## config.mk

```make
export PLATFORM = sky130hd
export DESIGN_NAME = hid_frame_packer_timeout_unit_flat
export DESIGN_NICKNAME = d
export VERILOG_FILES = /design/src/rtl/hfp_pkg.sv /design/src/rtl/hfp_if.sv /design/src/rtl/hfp_ring_ram.sv /design/src/rtl/hfp_ctrl.sv /design/src/rtl/hfp_out_pipe.sv /design/src/rtl/hid_frame_packer_timeout_unit.sv /design/src/flat_wrapper.sv
export SDC_FILE = /design/constraint.sdc
export NUM_CORES = 2
export LEC_CHECK = 0
export BUFFER_PORTS_ARGS = -buffer_cell sky130_fd_sc_hd__buf_2
export CAP_MARGIN = 20
export CORE_MARGIN = 1
export CORE_UTILIZATION = 55
export CTS_BUF_LIST = sky130_fd_sc_hd__clkbuf_8 sky130_fd_sc_hd__clkbuf_16
export DETAILED_ROUTE_END_ITERATION = 8
export GPL_ROUTABILITY_DRIVEN = 0
export GPL_TIMING_DRIVEN = 0
export PLACE_DENSITY = 0.68
export SYNTH_ARGS = -nofsm -noshare
export SYNTH_HDL_FRONTEND = slang
export SYNTH_HIERARCHICAL = 1
export SYNTH_SLANG_ARGS = --single-unit
```

## constraint.sdc

```tcl
create_clock -name clock -period 5.21 [get_ports clock]
set_input_delay 1.042 -clock clock [delete_from_list [all_inputs] [get_ports clock]]
set_output_delay 1.042 -clock clock [all_outputs]
set_load 0.03 [all_outputs]
```

## src/rtl/hfp_pkg.sv

```systemverilog
`timescale 1ns / 1ps
// ----------------------------------------------------------------------------
// hfp_pkg
// Shared sizes, types and codes of the frame packer with timeout flush.
// ----------------------------------------------------------------------------
package hfp_pkg;

   localparam int RING_DEPTH    = 256;
   localparam int FRAME_PAYLOAD = 63;
   localparam int PTR_W         = $clog2(RING_DEPTH);
   localparam int IDX_W         = $clog2(FRAME_PAYLOAD + 1);
   localparam int BYTE_W        = 8;
   localparam int CSR_DATA_W    = 32;
   localparam int CSR_ADDR_W    = 3;

   localparam logic [BYTE_W-1:0] TIMEOUT_RESET = 8'd5;

   localparam logic OP_PUSH = 1'b0;
   localparam logic OP_TICK = 1'b1;

   localparam logic CSR_IDX_FLUSH_TIMEOUT = 1'b0;

   typedef enum logic {
      ST_IDLE,
      ST_SEND
   } ctrl_state_type;

   typedef struct packed {
      logic              valid;
      logic              use_ram;
      logic [BYTE_W-1:0] const_byte;
      logic              last;
   } issue_type;

endpackage

```

## src/rtl/hfp_if.sv

```systemverilog
`timescale 1ns / 1ps
// ----------------------------------------------------------------------------
// hfp_req_if / hfp_rsp_if
// Valid/ready channels for queued input transactions and frame bytes.
// ----------------------------------------------------------------------------
interface hfp_req_if;
   logic                      valid;
   logic                      ready;
   logic                      op;
   logic [hfp_pkg::BYTE_W-1:0] data_byte;
   logic                      burst_end;

   modport source (output valid, output op, output data_byte, output burst_end,
                   input ready);
   modport sink   (input valid, input op, input data_byte, input burst_end,
                   output ready);
endinterface

interface hfp_rsp_if;
   logic                      valid;
   logic                      ready;
   logic [hfp_pkg::BYTE_W-1:0] out_byte;
   logic                      frame_last;

   modport source (output valid, output out_byte, output frame_last, input ready);
   modport sink   (input valid, input out_byte, input frame_last, output ready);
endinterface

```

## src/rtl/hfp_ring_ram.sv

```systemverilog
`timescale 1ns / 1ps
// ----------------------------------------------------------------------------
// hfp_ring_ram
// Simple dual-port RAM with one write port and one registered read port.
// ----------------------------------------------------------------------------
module hfp_ring_ram #(
   parameter int DEPTH = 256,
   parameter int WIDTH = 8
) (
   input  logic                     clock,
   input  logic                     wr_en,
   input  logic [$clog2(DEPTH)-1:0] wr_addr,
   input  logic [WIDTH-1:0]         wr_data,
   input  logic                     rd_en,
   input  logic [$clog2(DEPTH)-1:0] rd_addr,
   output logic [WIDTH-1:0]         rd_data
);

   logic [WIDTH-1:0] mem [DEPTH];
   logic [WIDTH-1:0] rd_data_ff;

   always_ff @(posedge clock) begin
      if (wr_en) begin
         mem[wr_addr] <= wr_data;
      end
   end

   always_ff @(posedge clock) begin
      if (rd_en) begin
         rd_data_ff <= mem[rd_addr];
      end
   end

   assign rd_data = rd_data_ff;

endmodule

```

## src/rtl/hfp_ctrl.sv

```systemverilog
`timescale 1ns / 1ps
// ----------------------------------------------------------------------------
// hfp_ctrl
// Pointer, wait counter and frame sequencer; issues ring reads one byte a cycle while the output pipe can take them.
// ----------------------------------------------------------------------------
module hfp_ctrl (
   input  logic                         clock,
   input  logic                         reset,
   hfp_req_if.sink                      req,
   input  logic [hfp_pkg::BYTE_W-1:0]   flush_timeout,
   input  logic                         can_issue,
   output hfp_pkg::issue_type           issue,
   output logic                         wr_en,
   output logic [hfp_pkg::PTR_W-1:0]    wr_addr,
   output logic [hfp_pkg::BYTE_W-1:0]   wr_data,
   output logic                         rd_en,
   output logic [hfp_pkg::PTR_W-1:0]    rd_addr
);

   hfp_pkg::ctrl_state_type state_ff, state_in;

   logic [hfp_pkg::PTR_W-1:0]  wp_ff, wp_in;
   logic [hfp_pkg::PTR_W-1:0]  rp_ff, rp_in;
   logic [hfp_pkg::BYTE_W-1:0] wait_ff, wait_in;
   logic [hfp_pkg::IDX_W-1:0]  idx_ff, idx_in;
   logic [hfp_pkg::BYTE_W-1:0] cnt_ff, cnt_in;
   logic                       full_ff, full_in;

   logic [hfp_pkg::PTR_W-1:0]  pending;
   logic [hfp_pkg::BYTE_W-1:0] wait_inc;
   logic                       accept;
   logic                       is_tick;
   logic                       has_full;
   logic                       start_full;
   logic                       start_flush;
   logic                       idx_last;
   logic                       issue_go;

   assign pending     = wp_ff - rp_ff;
   assign wait_inc    = wait_ff + 1'b1;
   assign accept      = req.valid && req.ready;
   assign is_tick     = (req.op == hfp_pkg::OP_TICK);
   assign has_full    = 32'(pending) >= 32'(hfp_pkg::FRAME_PAYLOAD);
   assign start_full  = accept && is_tick && has_full;
   assign start_flush = accept && is_tick && !has_full && (pending != '0) &&
                        (wait_inc == flush_timeout);
   assign idx_last    = (32'(idx_ff) == 32'(hfp_pkg::FRAME_PAYLOAD));
   assign issue_go    = (state_ff == hfp_pkg::ST_SEND) && can_issue;

   always_comb begin
      state_in = state_ff;
      unique case (state_ff)
         hfp_pkg::ST_IDLE: begin
            if (start_full || start_flush) begin
               state_in = hfp_pkg::ST_SEND;
            end
         end
         hfp_pkg::ST_SEND: begin
            if (issue_go && idx_last) begin
               state_in = hfp_pkg::ST_IDLE;
            end
         end
         default: state_in = hfp_pkg::ST_IDLE;
      endcase
   end

   always_comb begin
      req.ready        = 1'b0;
      issue.valid      = 1'b0;
      issue.use_ram    = 1'b0;
      issue.const_byte = '0;
      issue.last       = idx_last;
      unique case (state_ff)
         hfp_pkg::ST_IDLE: begin
            req.ready = 1'b1;
         end
         hfp_pkg::ST_SEND: begin
            issue.valid = can_issue;
            if (idx_ff == '0) begin
               issue.const_byte = cnt_ff;
            end else if (hfp_pkg::BYTE_W'(idx_ff) <= cnt_ff) begin
               issue.use_ram = 1'b1;
            end
         end
         default: ;
      endcase
   end

   assign wr_en   = accept && (req.op == hfp_pkg::OP_PUSH);
   assign wr_addr = wp_ff;
   assign wr_data = req.data_byte;
   assign rd_en   = issue.valid && issue.use_ram;
   assign rd_addr = rp_ff + hfp_pkg::PTR_W'(idx_ff) - 1'b1;

   always_comb begin
      wp_in   = wp_ff;
      rp_in   = rp_ff;
      wait_in = wait_ff;
      idx_in  = idx_ff;
      cnt_in  = cnt_ff;
      full_in = full_ff;
      if (wr_en) begin
         wp_in = wp_ff + 1'b1;
      end
      if (start_full) begin
         wait_in = '0;
         idx_in  = '0;
         cnt_in  = hfp_pkg::BYTE_W'(hfp_pkg::FRAME_PAYLOAD);
         full_in = 1'b1;
      end else if (start_flush) begin
         wait_in = '0;
         idx_in  = '0;
         cnt_in  = hfp_pkg::BYTE_W'(pending);
         full_in = 1'b0;
      end else if (accept && is_tick && (pending != '0)) begin
         wait_in = wait_inc;
      end
      if (issue_go) begin
         idx_in = idx_ff + 1'b1;
         if (idx_last) begin
            rp_in = full_ff ? rp_ff + hfp_pkg::PTR_W'(hfp_pkg::FRAME_PAYLOAD) : wp_ff;
         end
      end
   end

   always_ff @(posedge clock) begin
      if (reset) begin
         state_ff <= hfp_pkg::ST_IDLE;
         wp_ff    <= '0;
         rp_ff    <= '0;
         wait_ff  <= '0;
      end else begin
         state_ff <= state_in;
         wp_ff    <= wp_in;
         rp_ff    <= rp_in;
         wait_ff  <= wait_in;
      end
   end

   always_ff @(posedge clock) begin
      idx_ff  <= idx_in;
      cnt_ff  <= cnt_in;
      full_ff <= full_in;
   end

endmodule

```

## src/rtl/hfp_out_pipe.sv

```systemverilog
`timescale 1ns / 1ps
// ----------------------------------------------------------------------------
// hfp_out_pipe
// Aligns issued bytes with the RAM read latency and holds the output register.
// ----------------------------------------------------------------------------
module hfp_out_pipe (
   input  logic                       clock,
   input  logic                       reset,
   input  hfp_pkg::issue_type         issue,
   input  logic [hfp_pkg::BYTE_W-1:0] rd_data,
   output logic                       can_issue,
   hfp_rsp_if.source                  rsp
);

   logic                       s1_valid_ff, s1_valid_in;
   logic                       s1_use_ram_ff;
   logic [hfp_pkg::BYTE_W-1:0] s1_const_ff;
   logic                       s1_last_ff;

   logic                       out_valid_ff, out_valid_in;
   logic [hfp_pkg::BYTE_W-1:0] out_byte_ff, out_byte_in;
   logic                       out_last_ff, out_last_in;
   logic                       out_free;

   assign out_free  = !out_valid_ff || rsp.ready;
   assign can_issue = !s1_valid_ff || out_free;

   always_comb begin
      s1_valid_in  = s1_valid_ff;
      out_valid_in = out_valid_ff;
      out_byte_in  = out_byte_ff;
      out_last_in  = out_last_ff;
      if (out_free) begin
         out_valid_in = s1_valid_ff;
         out_byte_in  = s1_use_ram_ff ? rd_data : s1_const_ff;
         out_last_in  = s1_last_ff;
         s1_valid_in  = 1'b0;
      end
      if (issue.valid) begin
         s1_valid_in = 1'b1;
      end
   end

   always_ff @(posedge clock) begin
      if (reset) begin
         s1_valid_ff  <= 1'b0;
         out_valid_ff <= 1'b0;
      end else begin
         s1_valid_ff  <= s1_valid_in;
         out_valid_ff <= out_valid_in;
      end
   end

   always_ff @(posedge clock) begin
      if (issue.valid) begin
         s1_use_ram_ff <= issue.use_ram;
         s1_const_ff   <= issue.const_byte;
         s1_last_ff    <= issue.last;
      end
      out_byte_ff <= out_byte_in;
      out_last_ff <= out_last_in;
   end

   assign rsp.valid      = out_valid_ff;
   assign rsp.out_byte   = out_byte_ff;
   assign rsp.frame_last = out_last_ff;

endmodule

```

## src/rtl/hid_frame_packer_timeout_unit.sv

```systemverilog
`timescale 1ns / 1ps
// ----------------------------------------------------------------------------
// hid_frame_packer_timeout_unit
// Queues bytes in a ring RAM and packs them into count-prefixed frames.
//
//   Channel   Direction  Transaction
//   req_bus   in         push a byte (op 0) or send tick (op 1)
//   rsp_bus   out        one frame byte, frame_last on the final byte
//   csr_*     in/out     APB-style register port, flush_timeout at 0x0
//
// A push or a tick that sends nothing leaves input ready. A tick that sends a
// frame holds off input while the sequencer reads the ring RAM, one byte per
// cycle through its single read port while the output can take the bytes.
// Output stalls back up into the sequencer and hold off input for longer.
// Reset is synchronous, clears pointers and wait counter and sets the register
// to TIMEOUT_RESET (5); no clearing pass is needed.
// ----------------------------------------------------------------------------
module hid_frame_packer_timeout_unit (
   input  logic                                clock,
   input  logic                                reset,
   hfp_req_if.sink                             req_bus,
   hfp_rsp_if.source                           rsp_bus,
   input  logic                                csr_psel,
   input  logic                                csr_penable,
   input  logic                                csr_pwrite,
   input  logic [hfp_pkg::CSR_ADDR_W-1:0]      csr_paddr,
   input  logic [hfp_pkg::CSR_DATA_W-1:0]      csr_pwdata,
   output logic [hfp_pkg::CSR_DATA_W-1:0]      csr_prdata,
   output logic                                csr_pready
);

   logic [hfp_pkg::BYTE_W-1:0] timeout_ff, timeout_in;
   logic                       csr_write;

   hfp_pkg::issue_type         issue;
   logic                       can_issue;
   logic                       wr_en;
   logic [hfp_pkg::PTR_W-1:0]  wr_addr;
   logic [hfp_pkg::BYTE_W-1:0] wr_data;
   logic                       rd_en;
   logic [hfp_pkg::PTR_W-1:0]  rd_addr;
   logic [hfp_pkg::BYTE_W-1:0] rd_data;

   assign csr_pready = 1'b1;
   assign csr_write  = csr_psel && csr_penable && csr_pwrite && csr_pready;

   always_comb begin
      timeout_in = timeout_ff;
      if (csr_write && (csr_paddr[2] == hfp_pkg::CSR_IDX_FLUSH_TIMEOUT)) begin
         timeout_in = csr_pwdata[hfp_pkg::BYTE_W-1:0];
      end
   end

   always_comb begin
      csr_prdata = '0;
      unique case (csr_paddr[2])
         hfp_pkg::CSR_IDX_FLUSH_TIMEOUT: begin
            csr_prdata = hfp_pkg::CSR_DATA_W'(timeout_ff);
         end
         default: csr_prdata = '0;
      endcase
   end

   always_ff @(posedge clock) begin
      if (reset) begin
         timeout_ff <= hfp_pkg::TIMEOUT_RESET;
      end else begin
         timeout_ff <= timeout_in;
      end
   end

   hfp_ctrl u_ctrl (
      .clock         (clock),
      .reset         (reset),
      .req           (req_bus),
      .flush_timeout (timeout_ff),
      .can_issue     (can_issue),
      .issue         (issue),
      .wr_en         (wr_en),
      .wr_addr       (wr_addr),
      .wr_data       (wr_data),
      .rd_en         (rd_en),
      .rd_addr       (rd_addr)
   );

   hfp_ring_ram #(
      .DEPTH (hfp_pkg::RING_DEPTH),
      .WIDTH (hfp_pkg::BYTE_W)
   ) u_ring_ram (
      .clock   (clock),
      .wr_en   (wr_en),
      .wr_addr (wr_addr),
      .wr_data (wr_data),
      .rd_en   (rd_en),
      .rd_addr (rd_addr),
      .rd_data (rd_data)
   );

   hfp_out_pipe u_out_pipe (
      .clock     (clock),
      .reset     (reset),
      .issue     (issue),
      .rd_data   (rd_data),
      .can_issue (can_issue),
      .rsp       (rsp_bus)
   );

endmodule

```

## src/flat_wrapper.sv

```systemverilog
// flat-port wrapper written by rule: the top's interface ports become plain ports
module hid_frame_packer_timeout_unit_flat 
  (clock, reset, csr_psel, csr_penable, csr_pwrite, csr_paddr, csr_pwdata, csr_prdata, csr_pready, req_bus_valid, req_bus_op, req_bus_data_byte, req_bus_burst_end, req_bus_ready, rsp_bus_valid, rsp_bus_out_byte, rsp_bus_frame_last, rsp_bus_ready);
  hfp_req_if req_bus_i ();
  hfp_rsp_if rsp_bus_i ();
  input  logic clock;
  input  logic reset;
  input  logic csr_psel;
  input  logic csr_penable;
  input  logic csr_pwrite;
  input  logic [hfp_pkg::CSR_ADDR_W-1:0] csr_paddr;
  input  logic [hfp_pkg::CSR_DATA_W-1:0] csr_pwdata;
  output logic [hfp_pkg::CSR_DATA_W-1:0] csr_prdata;
  output logic csr_pready;
  input wire logic [$bits(req_bus_i.valid)-1:0] req_bus_valid;
  input wire logic [$bits(req_bus_i.op)-1:0] req_bus_op;
  input wire logic [$bits(req_bus_i.data_byte)-1:0] req_bus_data_byte;
  input wire logic [$bits(req_bus_i.burst_end)-1:0] req_bus_burst_end;
  output wire logic [$bits(req_bus_i.ready)-1:0] req_bus_ready;
  output wire logic [$bits(rsp_bus_i.valid)-1:0] rsp_bus_valid;
  output wire logic [$bits(rsp_bus_i.out_byte)-1:0] rsp_bus_out_byte;
  output wire logic [$bits(rsp_bus_i.frame_last)-1:0] rsp_bus_frame_last;
  input wire logic [$bits(rsp_bus_i.ready)-1:0] rsp_bus_ready;
  assign req_bus_i.valid = req_bus_valid;
  assign req_bus_i.op = req_bus_op;
  assign req_bus_i.data_byte = req_bus_data_byte;
  assign req_bus_i.burst_end = req_bus_burst_end;
  assign req_bus_ready = req_bus_i.ready;
  assign rsp_bus_valid = rsp_bus_i.valid;
  assign rsp_bus_out_byte = rsp_bus_i.out_byte;
  assign rsp_bus_frame_last = rsp_bus_i.frame_last;
  assign rsp_bus_i.ready = rsp_bus_ready;
  hid_frame_packer_timeout_unit u_core (.clock(clock), .reset(reset), .req_bus(req_bus_i), .rsp_bus(rsp_bus_i), .csr_psel(csr_psel), .csr_penable(csr_penable), .csr_pwrite(csr_pwrite), .csr_paddr(csr_paddr), .csr_pwdata(csr_pwdata), .csr_prdata(csr_prdata), .csr_pready(csr_pready));
endmodule
```

Word level (Yosys, flattened, before mapping):

Memories as Yosys holds them, arrays and structs flattened. A register that Yosys moved wholly into a read port is not among the register bits.
Index checks and enable logic that the tools add are counted.

* bits in writable memories: 2048
* output and inout port bits: 44
* flip-flop bits (word level): 69
* memories: 1

Memory list
* u_core.u_ring_ram.mem: depth 256, bits a word 8, read ports 1, clocked after Yosys merged registers in 1, write ports 1, RTL line hfp_ring_ram.sv:19 `logic [WIDTH-1:0] mem [DEPTH];`

* bitwise gates (word level): 3
* $lt $le $gt $ge: 2
* mux-type cells: 18
* equality and inequality tests: 2
* reductions and logical operators: 27
* add/subtract/negate cells: 7

Operator list (number)
* $mux W8: 4
* $mux W6: 3
* $add A8 B1 Y8 const B: 2
* $logic_and A1 B1 Y1: 14
* $mux W10: 1
* $mux W1: 9
* $add A8 B6 Y8: 1
* $add A8 B6 Y8 const B: 1
* $eq A8 B8 Y1: 1
* $ge A8 B6 Y1 const B: 1
* $le A6 B8 Y1: 1
* $reduce_bool A8 Y1: 1
* $sub A8 B1 Y8 const B: 1
* $sub A8 B8 Y8: 1
* $add A6 B1 Y6 const B: 1
* $eq A6 B6 Y1 const B: 1
* $logic_not A6 Y1: 1
* $reduce_and A2 Y1: 2
* $logic_not A1 Y1: 3
* $logic_or A1 B1 Y1: 3
* $not A1 Y1: 3
* $reduce_bool A3 Y1: 1
* $reduce_or A3 Y1: 1
* $pmux W1 S2: 1
* $reduce_bool A2 Y1: 1

Longest topological paths before layout:

* depth in word-level cells: 9
* depth in mapped cells: 20
* depth with buffers taken out: 18

Cells and area by module:

The synthesis kept the hierarchy.

By module, submodules not included
* hfp_ring_ram: area each 79636.4 um2, times used 1, cells an instance 3733, seq. area each 61739.2 um2
* hfp_ctrl: area each 3145.5 um2, times used 1, cells an instance 382, seq. area each 860.8 um2
* hfp_out_pipe: area each 773.2 um2, times used 1, cells an instance 36, seq. area each 610.6 um2
* hid_frame_packer_timeout_unit: area each 620.6 um2, times used 1, cells an instance 70, seq. area each 160.2 um2

Least setup slack after synthesis:

Ideal clock, no wire load.

* path kind: register to register
* start: register u_core/u_ctrl/idx_ff[2] (netlist bit)
* end: register u_core.u_ring_ram.rd_data_ff[7] (netlist: u_core/u_ring_ram/rd_data[7]), read port of u_core.u_ring_ram.mem, data pin
* buffers on the path: 2
* data required time: 4944 ps
* period minus slack after synthesis: 3657 ps
* setup slack: 1553 ps
* cell stages (with the launch flop): 18
* data arrival time: 3391 ps
* setup time: 266 ps
* cells stage by stage: edfxtp_1 -> inv_1 -> ha_1 -> inv_1 -> ha_1 -> a21o_1 -> a21oi_1 -> o21bai_1 -> a21oi_1 -> xnor2_1 -> clkbuf_1 -> nor3b_1 -> clkbuf_1 -> o221ai_1 -> nand2_1 -> a21oi_1 -> nor4_1 -> nor4_1

RTL lines
* start, declared: RTL line hfp_ctrl.sv:25 `logic [hfp_pkg::IDX_W-1:0] idx_ff, idx_in;`
* start signal, assigned: RTL line hfp_ctrl.sv:141 `idx_ff <= idx_in;`
* $add A8 B6 Y8: RTL line hfp_ctrl.sv:93 `assign rd_addr = rp_ff + hfp_pkg::PTR_W'(idx_ff) - 1'b1;`
* $sub A8 B1 Y8: RTL line hfp_ctrl.sv:93
* net u_core.rd_addr (one bit): RTL line hid_frame_packer_timeout_unit.sv:41 `logic [hfp_pkg::PTR_W-1:0] rd_addr;`
* end, declared: RTL line hfp_ring_ram.sv:20 `logic [WIDTH-1:0] rd_data_ff;`

The timed path passes the listed nets, and every way through them passes these cells.
A chain may end at the register's enable or synchronous reset.

Final worst setup path:

* start: register u_core/u_ctrl/idx_ff[1] (netlist bit)
* end: register u_core.u_ring_ram.rd_data_ff[7] (netlist: u_core/u_ring_ram/rd_data[7]), read port of u_core.u_ring_ram.mem, data pin

Same word-level chain as after synthesis.

==> flow_metrics.py <==
metrics = {
    "drt": {
        "met3WireLength_mm": 32.6,
        "wl_mm": 245,
        "ant_nets": 0,
        "vias": 45500,
        "met1_length_mm": 88.7,
        "drc_errors": 0,
        "drtIter0Drc": 6929,
        "wl_per_cell_microns": 36.3,
        "vias_per_cell": 6.75,
        "dr.max_layer_used": "met5",
        "firstDrtPassIters": 9,
        "dr_wl_met2_mm": 110,
    },
    "timing": {
        "tightest_slew_ps": 1300,
        "clock.fmax_ghz": 0.191,
        "rsz0062_at_grt": "yes",
        "setup_ws_ps": -29.7,
        "timing.hold.ws_ps": 440,
        "slew_headroom_pct": 13.4,
        "fin_crit_sh_pct": 101,
        "hold_viol_final": 0,
        "fin_crit_ps": 5240,
        "maxSlewViolCount": 0,
        "setup-violations-final": 2,
        "skew_ps": 41.2,
    },
    "grt": {
        "grt_pass1_vias": 43900,
        "grtUsageTotal_pct": 32.1,
        "antenna_found_initial": 9,
        "grt_pass1_wl_mm": 337,
        "grt-ovfl-total": 0,
        "grt_max_degree": 165,
    },
    "placed_design": {
        "placed_cell_area_sq_um": 87700,
        "pre_cts_slack_ps": -1180,
        "dp_cells": 6348,
        "dpl.hpwl_mm": 163,
        "io_buffers": 35,
    },
    "critical_path": {
        "critPathCaptureType": "flip-flop",
        "worst-path-buf-inv": 7,
        "cpMostUsedCell": "inv_1",
        "crit_family": "buffers and inverters",
        "path_class": "flip-flop to flip-flop",
        "critPathSlowestCell": "nor4_1",
        "path_max_fanout": 10,
        "start_kind": "flip-flop",
        "cp.required_ps": 5760,
        "worstPathCellList": "inv_1, ha_1, inv_1, ha_1, inv_1, fa_1, inv_1, buf_4, nand2_1, clkbuf_1, o221ai_1, a21oi_1, nor3_2, nor4_1, buf_2, nor4_1",
        "reg2reg_slack_ps": -30,
        "arrival_ps": 5790,
        "max_stage_delay_ps": 510,
    },
    "die": {
        "fp-row-count": 143,
        "ios": 96,
        "die_y_microns": 393,
        "coreArea_sq_um": 152000,
        "start_util_pct": 55.4,
        "die_w_microns": 393,
        "dieArea_sq_um": 155000,
    },
    "flow_run": {
        "cap_violations": 0,
    },
    "pwr": {
        "comb_power_share_pct": 5.6,
        "swShare_pct": 22.0,
        "seqPwrFrac_pct": 53.3,
        "p_clk_share_pct": 41.0,
        "switchingPower_mw": 7.79,
        "p_total_mw": 35.3,
        "p_int_mw": 27.6,
        "p_per_area_nw_per_um2": 373,
        "peakVddDrop_mv": 0.312,
        "p_leak_nw": 30.2,
    },
    "synth": {
        "ys_ff_latch": 2125,
        "synth_edf_count": 2081,
        "synth.yosys.warnings": 6,
        "syn_area_per_cell_sq_um": 19.9,
        "yosysTopAreaCell": "edfxtp_1",
        "synthArstFlopShare_pct": 0,
        "seq_area_frac_synth_pct": 75.3,
        "synth_cell_type_count": 86,
        "synth_top_area_share_pct": 74.2,
        "ys.flop_type": "edfxtp_1",
        "synth.top_cells.by_area": "edfxtp_1 74%, mux4_2 12%, mux2i_1 1.7%",
        "synth_cells": 4221,
        "syn_area_sq_um": 84200,
    },
    "final_layout": {
        "fill_cells": 10400,
        "layout.cells.non_filler": 6736,
        "design_area_sq_um": 94800,
        "fin_nets": 4613,
        "drive_gt1_share_pct": 23.3,
        "area_delta_synth_final_pct": 12.6,
    },
    "clock_tree": {
        "htreeDepth": 4,
        "cts_hold_buf": 0,
        "root_buffer": "clkbuf_16",
        "clockBufferDepth": 3,
        "cts_tree": "built",
        "numCtsBuffers": 206,
        "path_clk_slew_ps": 60,
        "cts_sinks": 2125,
        "clk_latency_ps": 840,
    },
    "worst_hold_path": {
        "hp-class": "flip-flop to flip-flop",
    },
    "outcome": {
        "status": "finished, violations left",
        "violations": "setup timing",
    },
}
## power by group through the flow
stage / Sequential (mW) / Clock, mW / Combinational, mW
3_3_place_gp: 19.2 / 0 / 1.77
2_1_floorplan: 19.2 / 0 / 1.00
6_report: 18.8 / 14.5 / 2.00
5_1_grt: 18.8 / 15.3 / 2.04
3_5_place_dp: 19.2 / 0 / 1.85
4_1_cts: 18.8 / 14.6 / 1.90
## registers in the layout, indices dropped and copies added (netlist names), 6 cells and up
signal	count
u_core/u_ring_ram/rd_data	8
u_core/u_ctrl/cnt_ff	8
u_core/u_ctrl/wait_ff	8
u_core/u_ctrl/wr_addr	8
u_core/u_ctrl/idx_ff	6
u_core/timeout_ff	8
u_core/u_out_pipe/s1_const_ff	8
u_core/u_out_pipe/rsp.out_byte	8
u_core/u_ctrl/rp_ff	8
u_core/u_ring_ram/mem	2048
## worst reg2reg max path, cell delays in order, from the launching register on
cell	delay, ps
edfxtp_1	460
inv_1	130
ha_1	230
inv_1	60
ha_1	160
inv_1	50
fa_1	430
inv_1	350
buf_4	420
nand2_1	320
clkbuf_1	380
o221ai_1	460
a21oi_1	150
nor3_2	480
nor4_1	150
buf_2	210
nor4_1	510
## logic make-up after synthesis
group                    count (synthesis)  synth area share, %
flip-flops                            2125                 75.3
AND/OR/NAND/NOR                        618                 3.53
multiplexers                           610                 14.1
AO/OA/AOI/OAI                          470                 3.91
buffers and inverters                  331                 2.33
adder cells (fa/ha/maj)                 33                0.508
XOR/XNOR                                32                0.333
other                                    2              0.00892
## worst paths after layout
kind	start	end	depth (start not counted)
setup / recovery	u_core/u_ctrl/idx_ff[1]	u_core/u_ring_ram/rd_data[7]	16
hold / removal	u_core/u_out_pipe/s1_last_ff	u_core/u_out_pipe/rsp.frame_last	0
setup reg to reg	u_core/u_ctrl/idx_ff[1]	u_core/u_ring_ram/rd_data[7]	16
hold reg to reg	u_core/u_out_pipe/s1_last_ff	u_core/u_out_pipe/rsp.frame_last	0
## cell usage after synthesis, types with 5 or more instances
library cell	count
nor4_1	24
buf_2	32
and2_1	7
nor3_1	31
buf_12	8
buf_8	13
o211ai_1	10
nand2b_1	24
and2b_2	8
buf_6	23
a22o_1	8
a211oi_1	21
o32ai_1	5
nand3b_1	5
nand3_1	48
o21ai_0	33
buf_1	24
o22ai_1	29
dfxtp_1	44
buf_4	62
and3_1	20
xor2_1	11
ha_1	31
clkbuf_1	119
mux2i_1	145
a221oi_1	14
xnor2_1	21
nor2b_1	37
nor2_1	314
edfxtp_1	2081
nand4_1	18
mux4_2	454
o221ai_1	46
or3_1	7
mux2_4	8
o22a_1	5
a22oi_1	134
nand2_1	45
a21oi_1	119
or2_2	7
inv_1	48
## cell type report
cell class	instances	area [sq um]	area share [%]
repair buffers	79	800	0.844
plain buffers	278	1910	2.02
clock buffers	211	5260	5.55
diodes	7	17.5	0.0185
flip-flops and latches	2125	63400	66.9
inverters	50	191	0.202
multi-input cells	1788	19400	20.4
clock inverters	168	1290	1.36
well taps	2030	2540	2.68
## cell usage in the layout (no fill, tap or decap), types with 9 or more instances in the layout
cell,n
edfxtp_1,2081
mux4_2,454
nor2_1,313
clkbuf_16,209
mux2i_1,145
a22oi_1,134
a21oi_1,110
inv_1,98
buf_2,72
clkbuf_1,65
buf_4,63
clkinv_1,58
clkbuf_2,53
nand3_1,48
o221ai_1,46
nand2_1,45
dfxtp_1,44
nor2b_1,36
o21ai_0,33
ha_1,31
buf_8,31
buf_6,29
o22ai_1,29
conb_1,25
nand2b_1,24
clkinv_2,23
nor3_1,23
buf_1,21
and3_1,19
a211oi_1,19
bufinv_16,18
xnor2_1,18
nand4_1,18
nor4_4,15
xor2_1,11
buf_16,11
a221oi_1,10
o211ai_1,10
clkinvlp_4,9
a21oi_2,9
## through the flow
stage | util (%) | TNS [ps]
global placement | 57.3 | -389040
global route | 62.4 | -44.9
CTS | 62.2 | -22.4
detailed placement | 57.7 | -60880
floorplan | - | 0
finish | 62.4 | -50.9
## what timing repair did
| action | CTS | global route |
|---|---|---|
| pin swaps | 1 | 2 |
| resized for setup | 76 | 47 |
| setup buffers | 0 | 2 |
| setup endpoints to repair | 8 | 8 |
## metal layers
| metal | vias to the layer above | track usage [%] |
|---|---|---|
| li1 | 18000 | - |
| met4 | 10 | 15.4 |
| met3 | 570 | 10.0 |
| met2 | 3075 | 47.4 |
| met5 | - | 0.0957 |
| met1 | 23800 | 43.8 |
(Power assumes the default switching activity.)
